### src/hw/rtl/aabb_pair_collision_sweep_assert.svh
// ----------------------------------------------------------------------------
// aabb pair collision sweep assertion macros
// Shared concurrent assertion forms, clocked on clk, held off during reset.
// ----------------------------------------------------------------------------
`ifndef AABB_PAIR_COLLISION_SWEEP_ASSERT_SVH
`define AABB_PAIR_COLLISION_SWEEP_ASSERT_SVH

// consequent must hold in the same cycle as the antecedent
`define AABB_ASSERT_NOW(label, ante, cons, msg) \
  label: assert property (@(posedge clk) disable iff (!rst_n) (ante) |-> (cons)) \
    else $error(msg);

// consequent must hold in the cycle after the antecedent
`define AABB_ASSERT_NEXT(label, ante, cons, msg) \
  label: assert property (@(posedge clk) disable iff (!rst_n) (ante) |=> (cons)) \
    else $error(msg);

`endif

### src/hw/rtl/aabb_pkg.sv
// ----------------------------------------------------------------------------
// aabb_pkg
// Shared widths, codes and defaults for the box pair collision sweep.
// ----------------------------------------------------------------------------
`timescale 1ns / 1ps

package aabb_pkg;

  // parameter defaults
  localparam int MAX_OBJECTS_DEF = 8;
  localparam int COORD_BITS_DEF  = 16;

  // fixed field widths
  localparam int TAG_W      = 8;
  localparam int FIELD_W    = 16;
  localparam int INDEX_W    = 3;
  localparam int DIR_W      = 2;
  localparam int COUNT_W    = 5;
  localparam int IN_DATA_W  = 72;
  localparam int OUT_DATA_W = 32;

  // saturation point of the collision counter
  localparam logic [COUNT_W-1:0] COUNT_MAX = 5'd31;

  // direction codes, side of box i relative to box j
  localparam logic [DIR_W-1:0] DIR_RIGHT  = 2'd0;
  localparam logic [DIR_W-1:0] DIR_LEFT   = 2'd1;
  localparam logic [DIR_W-1:0] DIR_TOP    = 2'd2;
  localparam logic [DIR_W-1:0] DIR_BOTTOM = 2'd3;

  // shared adder operations
  typedef logic [1:0] alu_op_t;
  localparam alu_op_t ALU_ADD    = 2'd0;
  localparam alu_op_t ALU_SUB    = 2'd1;
  localparam alu_op_t ALU_SHRINK = 2'd2;

endpackage

### src/hw/rtl/aabb_store.sv
// ----------------------------------------------------------------------------
// aabb_store
// Object record memory: one write port, two registered read ports.
// ----------------------------------------------------------------------------
`timescale 1ns / 1ps

module aabb_store import aabb_pkg::*; #(
  parameter int MAX_OBJECTS = MAX_OBJECTS_DEF,
  parameter int COORD_BITS  = COORD_BITS_DEF
) (
  input  logic                                 clk,
  input  logic                                 wr_en,
  input  logic [$clog2(MAX_OBJECTS)-1:0]       wr_addr,
  input  logic [TAG_W+4*COORD_BITS-1:0]        wr_rec,
  input  logic [$clog2(MAX_OBJECTS)-1:0]       rd_addr_a,
  input  logic [$clog2(MAX_OBJECTS)-1:0]       rd_addr_b,
  output logic [TAG_W+4*COORD_BITS-1:0]        rd_rec_a,
  output logic [TAG_W+4*COORD_BITS-1:0]        rd_rec_b
);

  localparam int REC_W = TAG_W + 4 * COORD_BITS;

  logic [REC_W-1:0] mem_r [MAX_OBJECTS];
  logic [REC_W-1:0] rd_a_r;
  logic [REC_W-1:0] rd_b_r;

  // write port
  always_ff @(posedge clk) begin
    if (wr_en) begin
      mem_r[wr_addr] <= wr_rec;
    end
  end

  // two registered read ports
  always_ff @(posedge clk) begin
    rd_a_r <= mem_r[rd_addr_a];
    rd_b_r <= mem_r[rd_addr_b];
  end

  assign rd_rec_a = rd_a_r;
  assign rd_rec_b = rd_b_r;

endmodule

### src/hw/rtl/aabb_alu.sv
// ----------------------------------------------------------------------------
// aabb_alu
// Shared adder: add, subtract, and shrink (a minus twice the magnitude of b).
// ----------------------------------------------------------------------------
`timescale 1ns / 1ps

module aabb_alu import aabb_pkg::*; #(
  parameter int COORD_BITS = COORD_BITS_DEF
) (
  input  alu_op_t                 op,
  input  logic [COORD_BITS+2:0]   opnd_a,
  input  logic [COORD_BITS+2:0]   opnd_b,
  output logic [COORD_BITS+2:0]   result
);

  localparam int W = COORD_BITS + 3;

  logic [W-1:0] b_sel;
  logic         sub;

  // operand select and carry in
  always_comb begin
    unique case (op)
      ALU_ADD: begin
        b_sel = opnd_b;
        sub   = 1'b0;
      end
      ALU_SUB: begin
        b_sel = opnd_b;
        sub   = 1'b1;
      end
      ALU_SHRINK: begin
        // doubled b, added when b is negative, subtracted otherwise
        b_sel = {opnd_b[W-2:0], 1'b0};
        sub   = ~opnd_b[W-1];
      end
      default: begin
        b_sel = '0;
        sub   = 1'b0;
      end
    endcase
  end

  assign result = opnd_a + (sub ? ~b_sel : b_sel) + W'(sub);

endmodule

### src/hw/rtl/aabb_pair_collision_sweep.sv
// ----------------------------------------------------------------------------
// aabb_pair_collision_sweep
// Loads boxes, then sweeps all pairs with different tags for overlap.
// ----------------------------------------------------------------------------
//  channel | dir | tdata                              | tuser        | tlast
//  in_     | in  | tag, x, y, width, height (72 bits) | -            | last_object
//  out_    | out | indices, tags, dir, count (32 b)   | is_collision | last_result
//
//  loading accepts one box per cycle; boxes past MAX_OBJECTS are dropped
//  the sweep runs through one shared adder; each pair takes fetch and tag check,
//  then, when tags differ, 3 to 7 adder steps and an emit on a hit, then advance
//  the run closes with an end marker; in_tready is low from the last box on
//  until the end marker has gone into the output register
//  a stalled output holds the sequencer in its emit or end step; reset is synchronous
// ----------------------------------------------------------------------------
`timescale 1ns / 1ps

module aabb_pair_collision_sweep import aabb_pkg::*; #(
  parameter int MAX_OBJECTS = MAX_OBJECTS_DEF,
  parameter int COORD_BITS  = COORD_BITS_DEF
) (
  input  logic                  clk,
  input  logic                  rst_n,
  input  logic                  in_tvalid,
  output logic                  in_tready,
  // tag_id[7:0], center_x[23:8], center_y[39:24], box_width[55:40],
  // box_height[71:56]
  input  logic [IN_DATA_W-1:0]  in_tdata,
  input  logic                  in_tlast,
  output logic                  out_tvalid,
  input  logic                  out_tready,
  // first_index[2:0], second_index[5:3], first_tag[13:6], second_tag[21:14],
  // direction[23:22], collision_count[28:24], zero[31:29]
  output logic [OUT_DATA_W-1:0] out_tdata,
  // is_collision[0]
  output logic                  out_tuser,
  output logic                  out_tlast
);

  localparam int IDX_W = $clog2(MAX_OBJECTS);
  localparam int CNT_W = $clog2(MAX_OBJECTS + 1);
  localparam int CW    = COORD_BITS;
  localparam int W     = COORD_BITS + 3;
  localparam int REC_W = TAG_W + 4 * COORD_BITS;

  localparam logic [3:0] ST_LOAD  = 4'd0;
  localparam logic [3:0] ST_FETCH = 4'd1;
  localparam logic [3:0] ST_TAG   = 4'd2;
  localparam logic [3:0] ST_DX    = 4'd3;
  localparam logic [3:0] ST_SW    = 4'd4;
  localparam logic [3:0] ST_OX    = 4'd5;
  localparam logic [3:0] ST_DY    = 4'd6;
  localparam logic [3:0] ST_SH    = 4'd7;
  localparam logic [3:0] ST_OY    = 4'd8;
  localparam logic [3:0] ST_CMP   = 4'd9;
  localparam logic [3:0] ST_EMIT  = 4'd10;
  localparam logic [3:0] ST_NEXT  = 4'd11;
  localparam logic [3:0] ST_FIN   = 4'd12;

  logic [3:0]         state_r, state_nxt;
  logic [CNT_W-1:0]   obj_cnt_r, obj_cnt_nxt;
  logic [COUNT_W-1:0] found_r, found_nxt;
  logic [IDX_W-1:0]   i_r, i_nxt;
  logic [IDX_W-1:0]   j_r, j_nxt;

  logic [W-1:0]       dx_r, dx_nxt;
  logic [W-1:0]       dy_r, dy_nxt;
  logic [W-1:0]       sum_r, sum_nxt;
  logic [W-1:0]       ox_r, ox_nxt;
  logic [W-1:0]       oy_r, oy_nxt;
  logic [DIR_W-1:0]   dir_r, dir_nxt;

  logic                  out_valid_r;
  logic [OUT_DATA_W-1:0] out_data_r;
  logic                  out_user_r;
  logic                  out_last_r;

  logic             in_acc;
  logic             store_we;
  logic [REC_W-1:0] wr_rec;
  logic [REC_W-1:0] rec_a;
  logic [REC_W-1:0] rec_b;
  logic             out_free;
  logic             out_load;

  alu_op_t          alu_op;
  logic [W-1:0]     alu_a;
  logic [W-1:0]     alu_b;
  logic [W-1:0]     alu_res;
  logic             res_pos;

  logic [CNT_W-1:0] j_inc;
  logic [CNT_W-1:0] i_inc2;
  logic             dx_pos;
  logic             dy_pos;

  // fields of the two records under test
  logic [TAG_W-1:0] tag_a, tag_b;
  logic [CW-1:0]    x_a, x_b, y_a, y_b, w_a, w_b, h_a, h_b;

  assign tag_a = rec_a[TAG_W-1:0];
  assign tag_b = rec_b[TAG_W-1:0];
  assign x_a   = rec_a[TAG_W +: CW];
  assign x_b   = rec_b[TAG_W +: CW];
  assign y_a   = rec_a[TAG_W + CW +: CW];
  assign y_b   = rec_b[TAG_W + CW +: CW];
  assign w_a   = rec_a[TAG_W + 2 * CW +: CW];
  assign w_b   = rec_b[TAG_W + 2 * CW +: CW];
  assign h_a   = rec_a[TAG_W + 3 * CW +: CW];
  assign h_b   = rec_b[TAG_W + 3 * CW +: CW];

  // input side: coordinates and sizes taken from the low field bits
  assign in_tready = (state_r == ST_LOAD);
  assign in_acc    = in_tvalid && in_tready;
  assign store_we  = in_acc && (obj_cnt_r < CNT_W'(MAX_OBJECTS));
  assign wr_rec    = {CW'(in_tdata[71:56]), CW'(in_tdata[55:40]),
                      CW'(in_tdata[39:24]), CW'(in_tdata[23:8]),
                      in_tdata[7:0]};

  aabb_store #(
    .MAX_OBJECTS (MAX_OBJECTS),
    .COORD_BITS  (COORD_BITS)
  ) u_store (
    .clk       (clk),
    .wr_en     (store_we),
    .wr_addr   (obj_cnt_r[IDX_W-1:0]),
    .wr_rec    (wr_rec),
    .rd_addr_a (i_r),
    .rd_addr_b (j_r),
    .rd_rec_a  (rec_a),
    .rd_rec_b  (rec_b)
  );

  // operand select for the shared adder
  always_comb begin
    unique case (state_r)
      ST_DX: begin
        alu_op = ALU_SUB;
        alu_a  = {{3{x_a[CW-1]}}, x_a};
        alu_b  = {{3{x_b[CW-1]}}, x_b};
      end
      ST_SW: begin
        alu_op = ALU_ADD;
        alu_a  = {3'b000, w_a};
        alu_b  = {3'b000, w_b};
      end
      ST_OX: begin
        alu_op = ALU_SHRINK;
        alu_a  = sum_r;
        alu_b  = dx_r;
      end
      ST_DY: begin
        alu_op = ALU_SUB;
        alu_a  = {{3{y_a[CW-1]}}, y_a};
        alu_b  = {{3{y_b[CW-1]}}, y_b};
      end
      ST_SH: begin
        alu_op = ALU_ADD;
        alu_a  = {3'b000, h_a};
        alu_b  = {3'b000, h_b};
      end
      ST_OY: begin
        alu_op = ALU_SHRINK;
        alu_a  = sum_r;
        alu_b  = dy_r;
      end
      ST_CMP: begin
        alu_op = ALU_SUB;
        alu_a  = ox_r;
        alu_b  = oy_r;
      end
      default: begin
        alu_op = ALU_ADD;
        alu_a  = '0;
        alu_b  = '0;
      end
    endcase
  end

  aabb_alu #(
    .COORD_BITS (COORD_BITS)
  ) u_alu (
    .op     (alu_op),
    .opnd_a (alu_a),
    .opnd_b (alu_b),
    .result (alu_res)
  );

  assign res_pos  = !alu_res[W-1] && (alu_res != '0);
  assign dx_pos   = !dx_r[W-1] && (dx_r != '0);
  assign dy_pos   = !dy_r[W-1] && (dy_r != '0);
  assign j_inc    = CNT_W'(j_r) + CNT_W'(1);
  assign i_inc2   = CNT_W'(i_r) + CNT_W'(2);
  assign out_free = !out_valid_r || out_tready;
  assign out_load = out_free && ((state_r == ST_EMIT) || (state_r == ST_FIN));

  // sequencer
  always_comb begin
    state_nxt   = state_r;
    obj_cnt_nxt = obj_cnt_r;
    found_nxt   = found_r;
    i_nxt       = i_r;
    j_nxt       = j_r;
    dx_nxt      = dx_r;
    dy_nxt      = dy_r;
    sum_nxt     = sum_r;
    ox_nxt      = ox_r;
    oy_nxt      = oy_r;
    dir_nxt     = dir_r;
    unique case (state_r)
      ST_LOAD: begin
        if (in_acc) begin
          if (store_we) begin
            obj_cnt_nxt = obj_cnt_r + CNT_W'(1);
          end
          if (in_tlast) begin
            found_nxt = '0;
            i_nxt     = '0;
            j_nxt     = IDX_W'(1);
            state_nxt = (obj_cnt_nxt >= CNT_W'(2)) ? ST_FETCH : ST_FIN;
          end
        end
      end
      ST_FETCH: state_nxt = ST_TAG;
      ST_TAG:   state_nxt = (tag_a == tag_b) ? ST_NEXT : ST_DX;
      ST_DX: begin
        dx_nxt    = alu_res;
        state_nxt = ST_SW;
      end
      ST_SW: begin
        sum_nxt   = alu_res;
        state_nxt = ST_OX;
      end
      ST_OX: begin
        ox_nxt    = alu_res;
        state_nxt = res_pos ? ST_DY : ST_NEXT;
      end
      ST_DY: begin
        dy_nxt    = alu_res;
        state_nxt = ST_SH;
      end
      ST_SH: begin
        sum_nxt   = alu_res;
        state_nxt = ST_OY;
      end
      ST_OY: begin
        oy_nxt    = alu_res;
        state_nxt = res_pos ? ST_CMP : ST_NEXT;
      end
      ST_CMP: begin
        // strictly smaller horizontal overlap picks the horizontal side
        if (alu_res[W-1]) begin
          dir_nxt = dx_pos ? DIR_RIGHT : DIR_LEFT;
        end else begin
          dir_nxt = dy_pos ? DIR_TOP : DIR_BOTTOM;
        end
        state_nxt = ST_EMIT;
      end
      ST_EMIT: begin
        if (out_free) begin
          if (found_r != COUNT_MAX) begin
            found_nxt = found_r + COUNT_W'(1);
          end
          state_nxt = ST_NEXT;
        end
      end
      ST_NEXT: begin
        if (j_inc < obj_cnt_r) begin
          j_nxt     = j_inc[IDX_W-1:0];
          state_nxt = ST_FETCH;
        end else if (i_inc2 < obj_cnt_r) begin
          i_nxt     = i_r + IDX_W'(1);
          j_nxt     = i_inc2[IDX_W-1:0];
          state_nxt = ST_FETCH;
        end else begin
          state_nxt = ST_FIN;
        end
      end
      ST_FIN: begin
        if (out_free) begin
          obj_cnt_nxt = '0;
          found_nxt   = '0;
          state_nxt   = ST_LOAD;
        end
      end
      default: state_nxt = ST_LOAD;
    endcase
  end

  // control registers
  always_ff @(posedge clk) begin
    if (!rst_n) begin
      state_r   <= ST_LOAD;
      obj_cnt_r <= '0;
      found_r   <= '0;
      i_r       <= '0;
      j_r       <= '0;
    end else begin
      state_r   <= state_nxt;
      obj_cnt_r <= obj_cnt_nxt;
      found_r   <= found_nxt;
      i_r       <= i_nxt;
      j_r       <= j_nxt;
    end
  end

  // datapath registers
  always_ff @(posedge clk) begin
    dx_r  <= dx_nxt;
    dy_r  <= dy_nxt;
    sum_r <= sum_nxt;
    ox_r  <= ox_nxt;
    oy_r  <= oy_nxt;
    dir_r <= dir_nxt;
  end

  // output register
  always_ff @(posedge clk) begin
    if (!rst_n) begin
      out_valid_r <= 1'b0;
    end else if (out_load) begin
      out_valid_r <= 1'b1;
    end else if (out_tready) begin
      out_valid_r <= 1'b0;
    end
  end

  always_ff @(posedge clk) begin
    if (out_load) begin
      if (state_r == ST_EMIT) begin
        out_data_r <= {3'b000, COUNT_W'(0), dir_r, tag_b, tag_a,
                       INDEX_W'(j_r), INDEX_W'(i_r)};
        out_user_r <= 1'b1;
        out_last_r <= 1'b0;
      end else begin
        out_data_r <= {3'b000, found_r, DIR_W'(0), TAG_W'(0), TAG_W'(0),
                       INDEX_W'(0), INDEX_W'(0)};
        out_user_r <= 1'b0;
        out_last_r <= 1'b1;
      end
    end
  end

  assign out_tvalid = out_valid_r;
  assign out_tdata  = out_data_r;
  assign out_tuser  = out_user_r;
  assign out_tlast  = out_last_r;

  // checks
  `include "aabb_pair_collision_sweep_assert.svh"

  `AABB_ASSERT_NOW(a_pair_order, (state_r != ST_LOAD) && (state_r != ST_FIN), j_r > i_r, "pair indices out of order")
  `AABB_ASSERT_NOW(a_cnt_bound, 1'b1, obj_cnt_r <= CNT_W'(MAX_OBJECTS), "object count beyond capacity")
  `AABB_ASSERT_NOW(a_rec_not_last, out_valid_r && out_user_r, !out_last_r, "collision item marked last")
  `AABB_ASSERT_NEXT(a_busy_after_last, in_acc && in_tlast, !in_tready, "ready right after last box")

endmodule

### config.mk
export PLATFORM = sky130hd
export DESIGN_NAME = aabb_pair_collision_sweep
export DESIGN_NICKNAME = d
export VERILOG_FILES = /design/src/hw/rtl/aabb_pkg.sv /design/src/hw/rtl/aabb_store.sv /design/src/hw/rtl/aabb_alu.sv /design/src/hw/rtl/aabb_pair_collision_sweep.sv
export VERILOG_INCLUDE_DIRS = /design/src /design/src/hw/rtl
export SDC_FILE = /design/constraint.sdc
export NUM_CORES = 1
export LEC_CHECK = 0
export BUFFER_PORTS_ARGS = -buffer_cell sky130_fd_sc_hd__buf_2
export CORE_ASPECT_RATIO = 0.5
export CORE_MARGIN = 4
export CORE_UTILIZATION = 35
export DETAILED_ROUTE_END_ITERATION = 7
export GPL_TIMING_DRIVEN = 0
export MAX_ROUTING_LAYER = met4
export REMOVE_ABC_BUFFERS = 1
export SLEW_MARGIN = 20
export SYNTH_ARGS = -nofsm -noshare
export SYNTH_HDL_FRONTEND = slang
export SYNTH_SLANG_ARGS = --single-unit
### constraint.sdc
create_clock -name clk -period 6.48 [get_ports clk]
set_input_delay 0.648 -clock clk [delete_from_list [all_inputs] [get_ports clk]]
set_output_delay 0.648 -clock clk [all_outputs]
set_load 0.03 [all_outputs]
Yosys cells after proc, flatten, opt, wreduce, memory -nomap -nowiden
Memory sizes are Yosys's and may differ from the RTL's. A register that Yosys moved wholly into a read port is not among the register bits.
Cells that the tools add are included.
Widths: inputs -> output; s select.
{"block": "totals", "ff_bits": 151, "latch_bits": 0, "ram_bits": 576, "rom_bits": 0, "inputBits": 77, "output_inout_bits": 36, "word_cells": 132, "memories": 1}
{"block": "classes", "n_addsub": 7, "multipliers": 0, "n_div": 0, "magnitude_cmp": 4, "eq_ne": 24, "n_shift": 0, "mux": 47, "n_bitwise": 2, "reduce_logical": 30}
{"name": "u_store.mem_r", "words": 8, "width": 72, "rd": 2, "rd_ports_with_merged_regs": 2, "wr": 1, "line_no": "aabb_store.sv:23", "rtl": "logic [REC_W-1:0] mem_r [MAX_OBJECTS];"}
{"op": "$pmux 19 s7", "count": 1}
{"op": "$pmux 19 s6", "count": 1}
{"op": "$reduce_bool 19->1", "count": 3}
{"op": "$mux 4", "count": 13}
{"op": "$pmux 4 s13", "count": 1}
{"op": "$pmux 19 s2", "count": 1}
{"op": "$mux 5", "count": 5}
{"op": "$mux 3", "count": 8}
{"op": "$eq 4x4->1 const B", "count": 5}
{"op": "$add 19x1->19", "count": 1}
{"op": "$add 19x19->19", "count": 1}
{"op": "$mux 19", "count": 1}
{"op": "$not 19->19", "count": 1}
{"op": "$eq 4x3->1 const B", "count": 4}
{"op": "$pmux 5 s3", "count": 1}
{"op": "$pmux 3 s2", "count": 2}
{"op": "$eq 4x2->1 const B", "count": 2}
{"op": "$eq 8x8->1", "count": 1}
{"op": "$lt 4x4->1", "count": 2}
{"op": "$mux 1", "count": 8}
{"op": "$ne 2x2->1 const B", "count": 4}
{"op": "$pmux 4 s2", "count": 1}
{"op": "$reduce_and 4->1", "count": 2}
{"op": "$logic_and 1x1->1", "count": 6}
{"op": "other kinds (28)", "count": 39}

Longest topological paths before layout
Gate-level depths: netlist of the first run.
{"block": "depth", "depth_word": 14, "ltp_mapped": 26, "depth_no_buf": 20}

By module
Synthesis of the first run repeated with hierarchy kept, for this count alone.
{"block": "unflattened", "hier_cells": 1996, "hier_area_um2": 37771.2}
{"module": "aabb_store", "n_inst": 1, "cells_per_inst": 1245, "area_each_um2": 29472.0, "seq_area_each_um2": 20179.4}
{"module": "aabb_pair_collision_sweep", "n_inst": 1, "cells_per_inst": 549, "area_each_um2": 6790.3, "seq_area_each_um2": 4244.1}
{"module": "aabb_alu", "n_inst": 1, "cells_per_inst": 202, "area_each_um2": 1508.9, "seq_area_each_um2": 0.0}

Worst setup path after synthesis of the first run
Ideal clock, no wire load.
{"block": "synth_timing", "path_type": "reg2reg", "from": "reg state_r[3]", "to": "mem u_store.mem_r[0][0] (netlist bit) (enable)", "setup_ps": 590, "t_arrival_ps": 7331, "required_ps": 5890, "path_slack_ps": -1442, "path_stages_with_launch": 7, "path_buffers": 2, "period_less_slack_ps": 7922, "cell_sequence": "dfxtp_1 > buf_2 > clkbuf_1 > nor4_1 > and3_1 > nand2b_1 > nor3_1"}
{"block": "synth_between", "elab_chain_cells": 5}
{"element": "start: declaration", "line_no": "aabb_pair_collision_sweep.sv:60", "rtl": "logic [3:0] state_r, state_nxt;"}
{"element": "start signal: assignment", "line_no": "aabb_pair_collision_sweep.sv:299", "rtl": "state_r <= state_nxt;"}
{"element": "$logic_not 4->1", "line_no": "aabb_pair_collision_sweep.sv:113", "rtl": "assign in_tready = (state_r == ST_LOAD);"}
{"element": "net in_tready", "line_no": "aabb_pair_collision_sweep.sv:25", "rtl": "output logic in_tready,"}
{"element": "$logic_and 1x1->1", "line_no": "aabb_pair_collision_sweep.sv:114", "rtl": "assign in_acc = in_tvalid && in_tready;"}
{"element": "$logic_and 1x1->1", "line_no": "aabb_pair_collision_sweep.sv:115", "rtl": "assign store_we = in_acc && (obj_cnt_r < CNT_W'(MAX_OBJECTS));"}
{"element": "$mux 1", "line_no": "aabb_store.sv:29", "rtl": "if (wr_en) begin"}
{"element": "$mux 1 (implied by the code)", "line_no": "aabb_store.sv:30", "rtl": "mem_r[wr_addr] <= wr_rec;"}
{"element": "end: declaration", "line_no": "aabb_store.sv:23"}
The timed path passes the listed nets, and every way through them passes these cells.

Worst setup path after layout of the first run
{"block": "layout_timing", "from": "reg state_r[0]", "to": "reg state_r[3]"}
{"block": "layout_between", "elab_chain_cells": 14, "elab_cells_between_ends": 48, "classes_between": "2 x add/sub; 1 x order compare; 18 x eq/ne; 14 x mux; 2 x bitwise; 11 x reduce/logical"}
{"element": "$eq 4x4->1, or another cell as far along", "line_no": "aabb_pair_collision_sweep.sv:136", "rtl": "unique case (state_r)"}
{"element": "$reduce_or 3->1 (no line) / $reduce_or 2->1 (equally long branches)"}
{"element": "$pmux 2 s2", "line_no": "aabb_pair_collision_sweep.sv:136"}
{"element": "$eq 2x1->1 / $logic_not 2->1 (equally long branches)", "line_no": "aabb_alu.sv:23", "rtl": "unique case (op)"}
{"element": "$reduce_or 2->1 (no line)"}
{"element": "$pmux 19 s2", "line_no": "aabb_alu.sv:23"}
{"element": "$not 19->19", "line_no": "aabb_alu.sv:44", "rtl": "assign result = opnd_a + (sub ? ~b_sel : b_sel) + W'(sub);"}
{"element": "$mux 19", "line_no": "aabb_alu.sv:44"}
{"element": "$add 19x19->19", "line_no": "aabb_alu.sv:44"}
{"element": "$add 19x1->19 *", "line_no": "aabb_alu.sv:44"}
{"element": "net alu_res[4]", "line_no": "aabb_pair_collision_sweep.sv:89", "rtl": "logic [W-1:0] alu_res;"}
{"element": "$reduce_bool 19->1 *", "line_no": "aabb_pair_collision_sweep.sv:189", "rtl": "assign res_pos = !alu_res[W-1] && (alu_res != '0);"}
{"element": "$logic_and 1x1->1 *", "line_no": "aabb_pair_collision_sweep.sv:189"}
{"element": "$mux 4 *", "line_no": "aabb_pair_collision_sweep.sv:236", "rtl": "state_nxt = res_pos ? ST_DY : ST_NEXT;"}
{"element": "$pmux 4 s13 *", "line_no": "aabb_pair_collision_sweep.sv:210", "rtl": "unique case (state_r)"}
The timed path passes the listed nets; every way through them passes the cells marked *. The select of a mux whose other input is x is not followed.
A chain may end at the register's enable or synchronous reset.

==> results of run 1 <==
[area by class of cell]
class,instances,area (um^2)
clock inverters,38,529
well taps,1419,1780
diodes,6,15.0
clock buffers,119,2420
inverters,22,82.6
flip-flops and latches,868,24500
multi-input cells,1016,12300
repair buffers,221,2270
fillers,9314,61400
[critical path: stages, from the launching register on]
cell       delay [ps]
dfxtp_4           460
nor2_2            110
and3_4            280
buf_16            230
or3_1             390
ha_1              320
nand2_1            70
o41a_4            520
xnor2_1           280
inv_1              90
fa_1              440
nand2b_1          180
a21oi_1           240
a21oi_1           180
or4_1             590
a311o_1           320
a2111oi_2         290
o2111ai_1         240
a2111oi_4         440
nand4_1           200
o221ai_1          130
[sequential cells by signal (all words and copies together), names as in the netlist]
register          flops
ox_r                 19
u_store.mem_r       576
dy_r                 19
i_r                   3
out_tlast             1
out_tdata            29
oy_r                 19
u_store.rd_rec_a     72
sum_r                19
dx_r                 19
found_r               5
out_tuser             1
u_store.rd_rec_b     72
out_tvalid            1
state_r               4
j_r                   3
dir_r                 2
obj_cnt_r             4
[cell families (layout without fill, tap and decap cells)]
family,Yosys count,count (layout),share of synthesized area [%]
and+or+nand+nor,281,281,4.02
xor gates and xnor gates,40,40,0.942
AOI/OAI and AO/OA,218,219,4.52
muxes,440,440,22.0
buffers and inverters,161,400,1.72
adders and majority gates,33,33,1.13
DFF,868,868,65.6
other,1,9,0.0101
[synth_stat cells (21+ instances only)]
cell,n,area (um^2)
o21ai_0,27,135
nand2_1,78,293
inv_1,21,78.8
and3_1,30,188
a222oi_1,38,380
a22oi_1,37,278
mux4_2,288,6490
nand3_1,37,185
nor2_1,31,116
mux2_2,145,1630
buf_1,32,120
dfxtp_1,164,3280
clkbuf_1,96,360
a21oi_1,36,180
edfxtp_1,704,21100
xor2_1,29,254
ha_1,32,400
[path summary, 6_finish.rpt]
| check | from | end | slack [ps] | cells past startpoint |
|---|---|---|---|---|
| max | state_r[0] | state_r[3] | 340 | 20 |
| min | in_tdata[1] | u_store.mem_r[0][1] | 260 | 1 |
| max reg2reg | state_r[0] | state_r[3] | 340 | 20 |
| min reg2reg | found_r[4] | found_r[4] | 490 | 2 |
[power by group through the flow]
stage / combinational, mW / sequential, mW / clock, mW
6_report: 3.77 / 7.41 / 5.18
3_3_place_gp: 3.14 / 7.56 / 0
3_5_place_dp: 3.67 / 7.52 / 0
4_1_cts: 3.73 / 7.41 / 5.27
5_1_grt: 4.09 / 7.47 / 5.50
2_1_floorplan: 2.37 / 7.57 / 0
[through the flow]
step | cells | util (%) | area [um^2] | setup slack [ps] | TNS (ps)
floorplan | 1905 | - | 36700 | -2350 | -397630
global placement | 3433 | 37.0 | 39000 | -8140 | -3547520
finish | 3709 | 41.7 | 43900 | 342 | 0
CTS | 3694 | 41.6 | 43800 | 64.7 | 0
global route | 3708 | 41.6 | 43900 | 9.83 | 0
detailed placement | 3536 | 38.7 | 40800 | -933 | -7370
[layer usage]
layer	GRT usage (%)	wire (um)	vias up
met5	-	0	-
met4	4.01	1850	0
met3	2.71	5160	125
met2	26.0	43200	582
met1	23.0	40600	10800
li1	-	-	8818
[timing repair]
action / CTS / global route
pin swaps: 1 / 3
endpoints found under the setup margin: 21 / 4
setup buffers: 0 / 9
gates resized for setup: 10 / 3
cloned: 1 / 0
==> out/qor.yml, run 1 <==
job:
  max_cap_violations: 0
global_route:
  overflow: 0
  grt_pass1_wl_um: 136000
  grt_max_degree: 46
  grt_use_total_pct: 16.6
  grt_pass1_vias: 20900
  antenna_found_initial: 8
power_and_ir_drop:
  power_density_nw_per_um2: 373
  p_sw_mw: 4.63
  p_sw_share_pct: 28.3
  pwr-share-seq_pct: 45.3
  clock_power_share_pct: 31.7
  totalPowerFinal_mw: 16.4
  ir_drop_v: 0.000198
  internal_power_mw: 11.7
  power.leakage_nw: 14.2
  p_comb_share_pct: 23.1
timing:
  max_freq_mhz: 163
  drv_slew: 0
  skew_ps: 32.0
  hold_viol_final: 0
  period_minus_slack_ps: 6140
  tightest_slew_ps: 1120
  period_share_pct: 94.7
  max_slew_margin_pct: 25.4
  rsz0062_at_grt: "false"
  setup_viol: 0
  hold_ws_ps: 265
clock_network:
  htree_num_levels: 3
  cts-root-buf: "clkbuf_16"
  path_clk_slew_ps: 60
  cts_tree: "done"
  clk_path_buf_depth: 3
  cts_hold_buffers: 0
  cts_sinks: 868
  cts_buffers: 84
  clk_latency_ps: 650
synth:
  synthFlopType: "edfxtp_1"
  async_flop_share_pct: 0
  synth_edf_count: 704
  synthesis.area_um2: 37200
  yosysSeqAreaShare_pct: 65.6
  synthCells: 2042
  synth_cell_types: 78
  ys_seq_elements: 868
  syn_area_per_cell_um2: 18.2
  ys_warn_count: 0
die:
  die_w_um: 469
  die_height_um: 239
  initial_core_util_pct: 35.3
  top_level_ports: 113
  die_area_um2: 112000
  fp-row-count: 84
  core_um2: 105000
critical_path:
  cp-end-kind: "register"
  required_ps: 7020
  critPathLaunchType: "register"
  path_class: "register to register"
  arrival_ps: 6670
  cp_max_fo: 38
routing:
  totalWireLength_um: 90800
  first_pass_iters: 6
  ant_nets: 0
  drc: 0
  viasPerCell: 5.47
  drtIter0Drc: 2078
  vias: 20300
  wl_per_cell_um: 24.5
place:
  dp_hpwl_um: 59900
  gp_congestion: 0.853
  numPortBuffers: 109
final_layout:
  final_cell_mix: "edfxtp_1, mux4_2, dfxtp_1"
  layout_commonest_cell: "edfxtp_1"
  nets: 2323
  area_delta_synth_final_pct: 17.9
  drive_gt1_share_pct: 36.8
min_path:
  hold_path.class: "input pin to register"
outcome:
  outcome: "finished clean"
Note: power is estimated with default switching activity, not from simulation.
==> inputs of run 2 (changes only) <==
--- a/config.mk
+++ b/config.mk
@@ -12,7 +12,6 @@
 export CORE_UTILIZATION = 35
 export DETAILED_ROUTE_END_ITERATION = 7
 export GPL_TIMING_DRIVEN = 0
-export MAX_ROUTING_LAYER = met4
 export REMOVE_ABC_BUFFERS = 1
 export SLEW_MARGIN = 20
 export SYNTH_ARGS = -nofsm -noshare
==> run 2 against run 1 <==
Effect of this change: global-route usage decreased by 0.52 points; clock power is essentially flat; clock-buffer cell count stayed put; register-to-register slack worse by 20 ps; routed wire length shrank 0.13%; fmax decreased by 0.39%; core utilization about the same; non-clock buffer count did not move; via count down 0.36%; critical path depth did not move; sequential share of layout area hardly changed; critical path type unchanged.
==> out/qor.yml, run 2 (synthesized netlist as in run 1, its figures left out) <==
timing:
  drv_slew: 0
  period_minus_slack_ps: 6160
  tightest_slew_ps: 1090
  layout_setup_ws_ps: 318
  hold_viol_final: 0
  skew_ps: 33.9
  max_slew_margin_pct: 27.5
  rsz0062_at_grt: "false"
  period_share_pct: 95.1
  max_freq_mhz: 162
  setup_viol: 0
  hold_ws_ps: 266
outcome:
  outcome: "finished clean"
min_path:
  holdCritStartpoint: "in_tdata[63]"
  hold_path.class: "input pin to register"
place:
  pre_cts_slack_ps: -933
  numPortBuffers: 109
  gp_congestion: 0.839
  dp_hpwl_um: 59900
routing:
  totalWireLength_um: 90700
  vias: 20200
  wl_per_cell_um: 24.5
  viasPerCell: 5.46
  drtIter0Drc: 1949
  ant_nets: 0
  drc: 0
  first_pass_iters: 8
final_layout:
  n_fill_cell: 9314
  drive_gt1_share_pct: 36.8
  nets: 2323
  largest_reg_flops: 576
  area_delta_synth_final_pct: 17.9
  post-route-util_pct: 41.6
  layout_commonest_cell: "edfxtp_1"
  final_cell_mix: "edfxtp_1, mux4_2, dfxtp_1"
  regMostFlops: "u_store.mem_r"
critical_path:
  critPathLaunchType: "register"
  cp-end-kind: "register"
  worst_r2r_startpoint: "state_r[0]"
  cp_max_fo: 38
  required_ps: 7020
  path_class: "register to register"
  startpoint: "state_r[0]"
  arrival_ps: 6700
global_route:
  grt_use_total_pct: 16.1
  grt_max_degree: 46
  overflow: 0
  grt_pass1_vias: 20900
  grt_pass1_wl_um: 136000
  antenna_found_initial: 8
die:
  initial_core_util_pct: 35.3
  die_w_um: 469
  core_um2: 105000
  die_height_um: 239
  fp-row-count: 84
  die_area_um2: 112000
  top_level_ports: 113
clock_network:
  clk_path_buf_depth: 3
  cts_hold_buffers: 0
  clk_latency_ps: 650
  cts_sinks: 868
  cts_tree: "done"
  path_clk_slew_ps: 70
  cts_buffers: 84
  htree_num_levels: 3
  cts-root-buf: "clkbuf_16"
power_and_ir_drop:
  totalPowerFinal_mw: 16.3
  power_density_nw_per_um2: 373
  power.leakage_nw: 14.2
  ir_drop_v: 0.000199
job:
  max_cap_violations: 0
## run 2: critical path: stages, from the launching register on
cell and delay, ps:
dfxtp_4 470, nor2_2 110, and3_4 280, buf_16 220, or3_1 390, ha_1 320, nand2_1 70, o41a_4 520
xnor2_1 270, inv_1 90, fa_1 440, nand2b_1 190, a21oi_1 240, a21oi_1 180, or4_1 590, a311o_1 320
a2111oi_2 290, o2111ai_1 250, a2111oi_4 430, nand4_1 200, o221ai_1 130
## run 2: timing repair
action,CTS,global route
endpoints found under the setup margin,21,4
pin swaps,1,3
gates resized for setup,10,3
setup buffers,0,9
gates cloned,1,0
## run 2: path summary, 6_finish.rpt
check,end,slack (ps),cells after the start
worst max register to register,state_r[3],320,20
worst min register to register,found_r[4],490,2
worst max-delay path,state_r[3],320,20
worst min-delay path,u_store.mem_r[2][63],270,1
## run 2: per-layer routing
metal  GRT usage (%)  up-vias  routed length [um]
li1                -     8808                   -
met1            22.9    10700               40300
met2            26.0      575               43100
met3            2.72      129                5250
met4            4.02        8                1910
met5               0        -                  46
## run 2: power breakdown
group	internal, mW	leakage [nW]	switching, mW	total [mW]
Clock	3.06	1.42	2.11	5.17
Combinational	1.60	4.98	2.17	3.77
Sequential	7.07	7.77	0.333	7.41
## run 2: area by class of cell
type | count | area (um^2) | share of cell area (%)
antenna | 1 | 2.50 | 0.00571
sequential | 868 | 24500 | 55.8
inverter | 22 | 82.6 | 0.188
clock buffer | 119 | 2420 | 5.51
clock inverter | 38 | 529 | 1.21
timing repair buffer | 221 | 2270 | 5.18
multi-input combinational | 1016 | 12300 | 28.1
tap | 1419 | 1780 | 4.05
## run 2: metrics by stage
step	instance area, um^2	setup TNS [ps]	instances
after CTS	43800	0	3694
after global routing	43900	0	3704
after detailed placement	40800	-7370	3536
after floorplan	36700	-397630	1905
final	43900	0	3704
after global placement	39000	-3547520	3433
